File: config.mk
export PLATFORM = sky130hd
export DESIGN_NAME = pixel_word_timestamp_decoder_core
export DESIGN_NICKNAME = d
export VERILOG_FILES = /design/src/hw/rtl/pwtd_pkg.sv /design/src/hw/rtl/pwtd_in_stage.sv /design/src/hw/rtl/pwtd_decode.sv /design/src/hw/rtl/pwtd_out_stage.sv /design/src/hw/rtl/pixel_word_timestamp_decoder_core.sv
export VERILOG_INCLUDE_DIRS = /design/src /design/src/hw/rtl
export SDC_FILE = /design/constraint.sdc
export NUM_CORES = 1
export LEC_CHECK = 0
export ABC_AREA = 0
export BUFFER_PORTS_ARGS = -buffer_cell sky130_fd_sc_hd__clkbuf_2
export CAP_MARGIN = 15
export CORE_MARGIN = 1.5
export CORE_UTILIZATION = 40
export CTS_BUF_LIST = sky130_fd_sc_hd__clkbuf_2 sky130_fd_sc_hd__clkbuf_4 sky130_fd_sc_hd__clkbuf_8
export DETAILED_ROUTE_END_ITERATION = 6
export PLACE_DENSITY = 0.59
export SLEW_MARGIN = 25
export SYNTH_ARGS = -nofsm -noshare
export SYNTH_HDL_FRONTEND = slang
export SYNTH_SLANG_ARGS = --single-unit
File: constraint.sdc
create_clock -name clk -period 11.15 [get_ports clk]
set_input_delay 3.345 -clock clk [delete_from_list [all_inputs] [get_ports clk]]
set_output_delay 3.345 -clock clk [all_outputs]
set_load 0.01 [all_outputs]
File: src/hw/rtl/pixel_word_timestamp_decoder_core_defines.svh
// assertion macros for the pixel word timestamp decoder
// used by the top level only, no other dependencies
`ifndef PIXEL_WORD_TIMESTAMP_DECODER_CORE_DEFINES_SVH
`define PIXEL_WORD_TIMESTAMP_DECODER_CORE_DEFINES_SVH

// condition implies consequence in the same cycle, held off during reset
`define PWTD_ASSERT_SAME(label, clk, rst_n, cond, conseq, msg) \
    label: assert property (@(posedge clk) disable iff (!rst_n) (cond) |-> (conseq)) \
        else $error(msg);

// condition implies consequence in the next cycle, held off during reset
`define PWTD_ASSERT_NEXT(label, clk, rst_n, cond, conseq, msg) \
    label: assert property (@(posedge clk) disable iff (!rst_n) (cond) |=> (conseq)) \
        else $error(msg);

`endif

File: src/hw/rtl/pwtd_pkg.sv
// shared types and constants for the pixel word timestamp decoder
// no dependencies
`default_nettype none

package pwtd_pkg;

    localparam int PWTD_COUNT_WIDTH = 48;
    localparam int WORD_WIDTH       = 64;
    localparam int TOTAL_WIDTH      = 48;
    localparam int ID_WIDTH         = 24;
    localparam int TIME_WIDTH       = 52;
    localparam int ENERGY_WIDTH     = 14;

    // top six bits of a coarse-time control word
    localparam logic [5:0] COARSE_SYNC = 6'h20;

    typedef enum logic [1:0] {
        KIND_CONTROL = 2'd0,
        KIND_COARSE  = 2'd1,
        KIND_EVENT   = 2'd2
    } word_kind_t;

    typedef enum logic [1:0] {
        MATCH_NOW    = 2'd0,
        MATCH_BEFORE = 2'd1,
        MATCH_NONE   = 2'd2
    } match_code_t;

    typedef struct packed {
        word_kind_t              word_kind;
        logic [ID_WIDTH-1:0]     event_id;
        logic [TIME_WIDTH-1:0]   full_time;
        logic [ENERGY_WIDTH-1:0] energy_value;
        match_code_t             match_result;
        logic [TOTAL_WIDTH-1:0]  control_total;
        logic [TOTAL_WIDTH-1:0]  coarse_total;
        logic [TOTAL_WIDTH-1:0]  event_total;
    } result_t;

endpackage

`default_nettype wire

File: src/hw/rtl/pwtd_in_stage.sv
// input register for detector words
// depends on pwtd_pkg
`default_nettype none

module pwtd_in_stage
    import pwtd_pkg::*;
(
    input  wire logic                  clk,
    input  wire logic                  rst_n,
    input  wire logic                  s_tvalid,
    output logic                       s_tready,
    input  wire logic [WORD_WIDTH-1:0] s_tdata,
    input  wire logic                  take,
    output logic                       word_valid,
    output logic [WORD_WIDTH-1:0]      word
);

    logic                  valid_reg;
    logic                  valid_next;
    logic [WORD_WIDTH-1:0] word_reg;

    // room when empty or when the held word leaves this cycle
    assign s_tready   = !valid_reg || take;
    assign valid_next = s_tvalid || (valid_reg && !take);

    always_ff @(posedge clk or negedge rst_n)
    begin
        if (!rst_n)
        begin
            valid_reg <= 1'b0;
        end
        else if (s_tready)
        begin
            valid_reg <= valid_next;
        end
    end

    // payload captured on each accepted beat
    always_ff @(posedge clk)
    begin
        if (s_tvalid && s_tready)
        begin
            word_reg <= s_tdata;
        end
    end

    assign word_valid = valid_reg;
    assign word       = word_reg;

endmodule

`default_nettype wire

File: src/hw/rtl/pwtd_decode.sv
// word decode, coarse-time tracking and word counters
// depends on pwtd_pkg
`default_nettype none

module pwtd_decode
    import pwtd_pkg::*;
#(
    parameter int COUNT_WIDTH = PWTD_COUNT_WIDTH
)
(
    input  wire logic                  clk,
    input  wire logic                  rst_n,
    input  wire logic [WORD_WIDTH-1:0] word,
    input  wire logic                  advance,
    output result_t                    result
);

    logic [TIME_WIDTH-1:0]  coarse_now_reg;
    logic [TIME_WIDTH-1:0]  coarse_now_next;
    logic [TIME_WIDTH-1:0]  coarse_before_reg;
    logic [TIME_WIDTH-1:0]  coarse_before_next;
    logic [1:0]             tag_now_reg;
    logic [1:0]             tag_now_next;
    logic [1:0]             tag_before_reg;
    logic [1:0]             tag_before_next;
    logic [COUNT_WIDTH-1:0] control_count_reg;
    logic [COUNT_WIDTH-1:0] control_count_next;
    logic [COUNT_WIDTH-1:0] coarse_count_reg;
    logic [COUNT_WIDTH-1:0] coarse_count_next;
    logic [COUNT_WIDTH-1:0] event_count_reg;
    logic [COUNT_WIDTH-1:0] event_count_next;

    logic                  is_control;
    logic                  is_coarse;
    logic [TIME_WIDTH-1:0] coarse_word;
    logic [ID_WIDTH-1:0]   fine_time;
    logic [2:0]            fine_tag;
    logic                  hit_now;
    logic                  hit_before;

    // field extraction
    assign is_control  = word[63];
    assign is_coarse   = is_control && (word[63:58] == COARSE_SYNC);
    assign coarse_word = {word[51:3], 3'b000};
    assign fine_time   = word[37:14];
    assign fine_tag    = {1'b0, fine_time[23:22]};

    // tag match: equal or one ahead, no wrap past three
    assign hit_now    = (fine_tag == {1'b0, tag_now_reg})
                     || (fine_tag == ({1'b0, tag_now_reg} + 3'd1));
    assign hit_before = (fine_tag == {1'b0, tag_before_reg})
                     || (fine_tag == ({1'b0, tag_before_reg} + 3'd1));

    // next state and result for the word in the input register
    always_comb
    begin
        coarse_now_next    = coarse_now_reg;
        coarse_before_next = coarse_before_reg;
        tag_now_next       = tag_now_reg;
        tag_before_next    = tag_before_reg;
        control_count_next = control_count_reg;
        coarse_count_next  = coarse_count_reg;
        event_count_next   = event_count_reg;

        result.word_kind    = KIND_CONTROL;
        result.event_id     = '0;
        result.full_time    = '0;
        result.energy_value = '0;
        result.match_result = MATCH_NOW;

        if (is_control)
        begin
            control_count_next = control_count_reg + COUNT_WIDTH'(1);
            if (is_coarse)
            begin
                result.word_kind  = KIND_COARSE;
                coarse_count_next = coarse_count_reg + COUNT_WIDTH'(1);
                if (coarse_word != coarse_now_reg)
                begin
                    coarse_before_next = coarse_now_reg;
                    tag_before_next    = tag_now_reg;
                    coarse_now_next    = coarse_word;
                    tag_now_next       = coarse_word[23:22];
                end
            end
        end
        else
        begin
            result.word_kind    = KIND_EVENT;
            event_count_next    = event_count_reg + COUNT_WIDTH'(1);
            result.event_id     = word[62:39];
            result.energy_value = word[13:0];
            // coarse bits 51..24 sit above the 24-bit fine time, no carry
            if (hit_now)
            begin
                result.full_time    = {coarse_now_reg[51:24], fine_time};
                result.match_result = MATCH_NOW;
            end
            else if (hit_before)
            begin
                result.full_time    = {coarse_before_reg[51:24], fine_time};
                result.match_result = MATCH_BEFORE;
            end
            else
            begin
                result.full_time    = '0;
                result.match_result = MATCH_NONE;
            end
        end

        result.control_total = TOTAL_WIDTH'(control_count_next);
        result.coarse_total  = TOTAL_WIDTH'(coarse_count_next);
        result.event_total   = TOTAL_WIDTH'(event_count_next);
    end

    // state moves only when the word is handed to the result register
    always_ff @(posedge clk or negedge rst_n)
    begin
        if (!rst_n)
        begin
            coarse_now_reg    <= '0;
            coarse_before_reg <= '0;
            tag_now_reg       <= '0;
            tag_before_reg    <= '0;
            control_count_reg <= '0;
            coarse_count_reg  <= '0;
            event_count_reg   <= '0;
        end
        else if (advance)
        begin
            coarse_now_reg    <= coarse_now_next;
            coarse_before_reg <= coarse_before_next;
            tag_now_reg       <= tag_now_next;
            tag_before_reg    <= tag_before_next;
            control_count_reg <= control_count_next;
            coarse_count_reg  <= coarse_count_next;
            event_count_reg   <= event_count_next;
        end
    end

endmodule

`default_nettype wire

File: src/hw/rtl/pwtd_out_stage.sv
// result register and output beat packing
// depends on pwtd_pkg
`default_nettype none

module pwtd_out_stage
    import pwtd_pkg::*;
(
    input  wire logic     clk,
    input  wire logic     rst_n,
    input  wire logic     load,
    input  wire result_t  result,
    output logic          free,
    output logic          m_tvalid,
    input  wire logic     m_tready,
    output logic [239:0]  m_tdata,
    output logic [1:0]    m_tuser
);

    logic    valid_reg;
    result_t result_reg;

    // free when empty or when the held beat is taken this cycle
    assign free = !valid_reg || m_tready;

    always_ff @(posedge clk or negedge rst_n)
    begin
        if (!rst_n)
        begin
            valid_reg <= 1'b0;
        end
        else if (free)
        begin
            valid_reg <= load;
        end
    end

    always_ff @(posedge clk)
    begin
        if (load)
        begin
            result_reg <= result;
        end
    end

    // pack fields from the lowest bit up
    assign m_tvalid = valid_reg;
    assign m_tuser  = result_reg.word_kind;
    assign m_tdata  = {4'b0000,
                       result_reg.event_total,
                       result_reg.coarse_total,
                       result_reg.control_total,
                       result_reg.match_result,
                       result_reg.energy_value,
                       result_reg.full_time,
                       result_reg.event_id};

endmodule

`default_nettype wire

File: src/hw/rtl/pixel_word_timestamp_decoder_core.sv
// Pixel detector word decoder with coarse-time extension of event timestamps.
//
// Input stream (s_*): one 64-bit raw detector word per beat in s_tdata.
// Output stream (m_*): one result beat per input beat, in order.
//   m_tuser holds the word kind: control, coarse-time or event.
//   m_tdata holds event id, extended time, energy, match code and the
//   three running word totals, each total including the current word.
// Path: an accepted beat sits in the input register; m_tvalid rises when the
// result register takes the decoded word, and the beat leaves from there.
// Throughput: one word per cycle while m_tready stays high; decode is field
// selection, two tag compares and three counter increments between the two
// registers.
// Reset: rst_n clears both stages, the coarse times, tags and counters.
// Stall: while m_tready is low the result beat holds; one more word waits
// in the input register, after which s_tready drops until the output drains.
// COUNT_WIDTH sets the counter width; totals carry its low 48 bits.
// Depends on pwtd_pkg, pwtd_in_stage, pwtd_decode, pwtd_out_stage and the defines header.
`default_nettype none
`include "pixel_word_timestamp_decoder_core_defines.svh"

module pixel_word_timestamp_decoder_core
    import pwtd_pkg::*;
#(
    parameter int COUNT_WIDTH = PWTD_COUNT_WIDTH
)
(
    input  wire logic          clk,
    input  wire logic          rst_n,
    input  wire logic          s_tvalid,
    output logic               s_tready,
    // data_word [63:0]
    input  wire logic [63:0]   s_tdata,
    output logic               m_tvalid,
    input  wire logic          m_tready,
    // event_id [23:0], full_time [75:24], energy_value [89:76],
    // match_result [91:90], control_total [139:92], coarse_total [187:140],
    // event_total [235:188], zero fill [239:236]
    output logic [239:0]       m_tdata,
    // word_kind [1:0]
    output logic [1:0]         m_tuser
);

    logic                  word_valid;
    logic [WORD_WIDTH-1:0] word;
    logic                  out_free;
    logic                  advance;
    result_t               result;

    // a word moves on when the result register can take it
    assign advance = word_valid && out_free;

    pwtd_in_stage u_in_stage (
        .clk        (clk),
        .rst_n      (rst_n),
        .s_tvalid   (s_tvalid),
        .s_tready   (s_tready),
        .s_tdata    (s_tdata),
        .take       (advance),
        .word_valid (word_valid),
        .word       (word)
    );

    pwtd_decode #(
        .COUNT_WIDTH (COUNT_WIDTH)
    ) u_decode (
        .clk     (clk),
        .rst_n   (rst_n),
        .word    (word),
        .advance (advance),
        .result  (result)
    );

    pwtd_out_stage u_out_stage (
        .clk      (clk),
        .rst_n    (rst_n),
        .load     (advance),
        .result   (result),
        .free     (out_free),
        .m_tvalid (m_tvalid),
        .m_tready (m_tready),
        .m_tdata  (m_tdata),
        .m_tuser  (m_tuser)
    );

    // checks on decode and flow control
    `PWTD_ASSERT_SAME(a_full_stall_blocks_input, clk, rst_n,
        word_valid && m_tvalid && !m_tready, !s_tready,
        "input accepted while both stages are full and output stalled")
    `PWTD_ASSERT_SAME(a_control_fields_zero, clk, rst_n,
        m_tvalid && (m_tuser != KIND_EVENT), m_tdata[91:0] == 92'd0,
        "control result carries event fields")
    `PWTD_ASSERT_SAME(a_no_match_zero_time, clk, rst_n,
        m_tvalid && (m_tdata[91:90] == MATCH_NONE), m_tdata[75:24] == 52'd0,
        "unmatched event has a nonzero timestamp")
    `PWTD_ASSERT_NEXT(a_advance_gives_result, clk, rst_n,
        advance, m_tvalid,
        "decoded word did not reach the result register")

endmodule

`default_nettype wire

Yosys cells after proc, flatten, opt, wreduce, memory -nomap -nowiden. Index checks and enable logic that the tools add are counted.

Logic and storage cells: 51. Register bits: 550.

Muxes and demuxes: 8. Reductions and logical operators: 14. Add/sub/neg operators: 5. Equality and inequality tests: 6.

Operators with widths (number): two-way mux 48 bit (4); adder 48 x 1 -> 48 bit, second input constant (3); two-way mux 52 bit (2); inequality test 49 bit (1); adder 2 x 1 -> 3 bit, second input constant (2); equality test 2 x 3 -> 1 bit (2); equality test 6 bit, second input constant (1); logical OR 1 bit (5); equality test 2 bit (2); logical AND 1 bit (4); AND reduction 4 bit (1); zero test 1 bit (3); two-way mux 2 bit (1); OR reduction 2 bit (1); two-way mux 1 bit (1).

Depth between registers and ports, before layout.
Depth in word-level cells: 6. Depth in mapped cells: 9. Depth with buffers taken out: 7.

Cells and area by module. A second synthesis with hierarchy kept.

Cells, all modules: 1665. Area, all modules: 22602.9 sq um.

By module, submodules not included: pwtd_decode (area an instance 13392.8 sq um, times used 1, cells each 1350); pwtd_out_stage (area an instance 7228.2 sq um, times used 1, cells each 246); pwtd_in_stage (area an instance 1975.6 sq um, times used 1, cells each 68); pixel_word_timestamp_decoder_core (area an instance 6.3 sq um, times used 1, cells each 1).

Least setup slack after synthesis. Ideal clock, no wire load.

Kind: input port to flip-flop. Start point: input m_tready. End point: register u_decode.coarse_count_reg[18]. Stages: 7. Arrival: 11.272 ns. Setup slack: -0.231 ns. Data required time: 11.042 ns. Cells stage by stage: nand2b_1 nand2_1 inv_1 clkbuf_1 clkbuf_1 nand2_1 xnor2_1.

Word-level cells in the longest chain between the ends: 2.

Ends and longest elaborated chain: start, declared (RTL line pixel_word_timestamp_decoder_core.sv:34) `input wire logic m_tready,`; logical OR 1 bit (RTL line pwtd_out_stage.sv:23) `assign free = !valid_reg || m_tready;`; logical AND 1 bit (RTL line pixel_word_timestamp_decoder_core.sv:50) `assign advance = word_valid && out_free;`; via advance (RTL line pixel_word_timestamp_decoder_core.sv:46) `logic advance;`; end signal, assigned (RTL line pwtd_decode.sv:136) `coarse_count_reg <= coarse_count_next;`; end, declared (RTL line pwtd_decode.sv:28) `logic [COUNT_WIDTH-1:0] coarse_count_reg;`.

The timed path passes the listed nets, and every way through them passes these cells. A chain may end at the register's enable or synchronous reset.

Worst setup path in the final report.
Start point: input m_tready. End point: output s_tready.

Word-level cells in the longest chain between the ends: 3.

Ends and longest elaborated chain: logical OR 1 bit (RTL line pwtd_out_stage.sv:23); logical AND 1 bit (RTL line pixel_word_timestamp_decoder_core.sv:50); logical OR 1 bit (RTL line pwtd_in_stage.sv:23) `assign s_tready = !valid_reg || take;`; end, declared (RTL line pixel_word_timestamp_decoder_core.sv:30) `output logic s_tready,`.

Every way passes these cells.

==> impl_results.md <==
- Synth Flop Type: edfxtp_1
- Ranking of synthesized cells by area: edfxtp_1 41%, dfrtp_1 25%, xnor2_1 7.0%, xor2_1 6.1%, mux2_2 3.7%
- Clock Path Buffers: 3
- Placed Instances: around 2600
- Unrepaired setup endpoints after global routing: no
- CTS Hold Bufs: 0
- Worst min path class: flop to flop
- Register area share after synthesis: 0.657
- Max reg flops: 236
- Avg WL per Cell: 17.9 µm
- Clock net sink count: ~530
- Post-synthesis async set-or-reset flop share: 0.427
- Post-route setup slack: just over 4000 ps
- Top cell type by total area after synthesis: edfxtp_1
- CORE AREA: approximately 0.055 mm²
- Setup TNS: 0 ps
- Status: finished clean
- Final instance area: approximately 0.027 mm²
- Post-placement cell area: between 0.02 and 0.025 mm²
- Io pins: about 310
- Die width: 239 µm
- Setup bufs post-CTS: 0
- #FFs+latches synth: 527
- Setup WS pre-CTS: 4050 ps
- Final Power: approximately 4.5 mW
- Rel. slew slack: 0.367
- Setup violators final: 0
- Fin. max-slew vios: 0
- GR Layer Usage met3: 0.0545
- Mapped Cells: roughly 1600
- Share of layout cells above drive strength 1: 0.289
- Clock tree from TritonCTS: yes
- Area grow syn2layout: 19.2%
- Kind of critical path: input pin to output pin
- Clk root buf: clkbuf_8
- Fin. Hold Viols: 0
- P_leak: 11.6 nW
- WHS: 488 ps
- CP arrival: 3770 ps
- Crit. End Element: output pin
- Util after Layout: 0.483
- Die area: between 0.05 and 0.06 mm²
- Grt met2 use: 0.280
- Vias per std cell: 4.83
- P per Cell Area: 170 mW/mm²
- DR DRC count: 0
- EDFF count, synth: between 300 and 400
- Total track usage: 0.178
- I/O Buffers: 307
- Max_cap viols: 0
- Clock transition at path regs: 60 ps
- Iteration-0 DRC Markers: 883
- CTS Buf Count: 91
- Vias: 13600
- Largest net degree at the start of global routing: approximately 110
- Setup Skew: 53.2 ps
- Syn Area/Cell: 13.7 µm²
- Slew @ Worst Pin: 950 ps
- Initial Utilization: 0.405
- Total wire length: 50200 µm
- Maximum vdd drop: 0.0950 mV
- Worst-Skew Late Latency: 690 ps
- Number of detailed-route iterations in the first pass: 5
- Period utilization: 0.638
- Crit path time final: roughly 7100 ps
- Initial antenna violation count: 7
- Site Rows: between 80 and 90
- GR peak layer: met2
- CTS resizes: 0
- Area share of the largest cell type after synthesis: 0.406
- Max Clk Rate: 141 MHz
- Ys Warns: 0
- Grt ovf: 0
- Met1 Usage GRT: 0.231
- Nets: 2058
- Vias in the first global route: between 10000 and 15000
- WP data required: 7810 ps
- Netlist Area Pre-Place: 0.0224 mm²
- Estimated wirelength of the detail-placed design: 33700 µm
- Chip height: 239 µm
- First-pass GRT wire length: 78200 µm
- Final ANT Viol Nets: 0
- GP Congestion: 0.870
- Library cells used by synthesis: 48
- Non-Filler Instances: 2812
- Fillcell total: just under 5000
- Nature of the critical path startpoint: input pin
- H-tree Lvls: 3
- CP max FO: 3
==> report_power, final <==
group          total [mW]  internal (mW)  switching, mW
registers            2.33           2.23          0.103
logic               0.376          0.155          0.221
clock network        1.82           1.03          0.790
total                4.53           3.41           1.11
==> routing by layer <==
layer / part of all wire / vias up
li1: - / 6477
met5: 0.0013 / -
met2: 0.47 / 376
met1: 0.44 / 6633
met4: 0.022 / 10
met3: 0.072 / 90
==> cell type report <==
class	count	area [µm²]	area share
clock inverter	24	153	0.00572
multi-input combinational	1038	7370	0.277
clock buffer	147	1770	0.0665
tap	748	936	0.0351
sequential	527	14700	0.551
antenna	1	2.50	0.0000939
timing repair buffer	319	1690	0.0634
inverter	8	37.5	0.00141
==> placed cells by master, fill, tap and decap left out, drive strengths merged, types with 11 or more instances in the layout <==
cell type | netlist | final
clkbuf | 40 | 453
xor2 | 157 | 157
and2 | 33 | 33
nand2b | 11 | 11
buf | 26 | 13
dfrtp | 225 | 225
nand2 | 112 | 112
nor3 | 37 | 37
and4 | 14 | 14
and3 | 29 | 29
clkinv | 0 | 18
nand3 | 66 | 66
edfxtp | 302 | 302
nand4 | 68 | 68
mux2 | 84 | 84
xnor2 | 179 | 179
nor4 | 17 | 17
nor2 | 125 | 125
a22o | 28 | 28
nor2b | 41 | 41
==> final timing paths <==
| kind | startpoint | endpoint | slack, ps | cells after the start |
|---|---|---|---|---|
| worst max register to register | u_out_stage.m_tvalid | u_decode.control_count_reg[32] | 7760 | 8 |
| worst min register to register | u_decode.event_count_reg[47] | u_decode.event_count_reg[47] | 490 | 1 |
| worst max-delay path | m_tready | s_tready | 4040 | 3 |
| min in group asynchronous | rst_n | u_decode.control_count_reg[32] | 2550 | 1 |
| worst min-delay path | u_decode.event_count_reg[47] | u_decode.event_count_reg[47] | 490 | 1 |
| max in group asynchronous | rst_n | u_decode.coarse_count_reg[41] | 7630 | 2 |
==> Yosys cell counts (6+ instances only) <==
library cell	count
nor3_1	34
nor4_1	12
clkbuf_1	38
nand2_1	112
nor2_1	123
mux2_4	10
nand4_1	66
and2_1	33
and4_1	14
and3_1	29
buf_1	6
dfrtp_1	225
xnor2_1	179
xor2_1	157
inv_1	8
buf_2	12
a22o_1	28
or2_2	6
nand3_1	64
mux2_2	74
nor2b_1	41
buf_4	6
nand2b_1	11
edfxtp_1	302
==> logic make-up after synthesis <==
logic type               count (synthesis)  share of synthesized area
XOR/XNOR                               336                      0.132
AND/OR/NAND/NOR                        574                      0.136
adder cells (fa/ha/maj)                  5                    0.00280
flip-flops                             527                      0.657
AO/OA/AOI/OAI                           35                     0.0133
buffers and inverters                   74                     0.0149
multiplexers                            84                     0.0440
other                                    1                   0.000168
==> critical path: stages <==
cell      delay (ps)
clkbuf_2          80
nand3b_1         190
clkbuf_2         150
No activity file was read; power rests on OpenSTA's default activity.
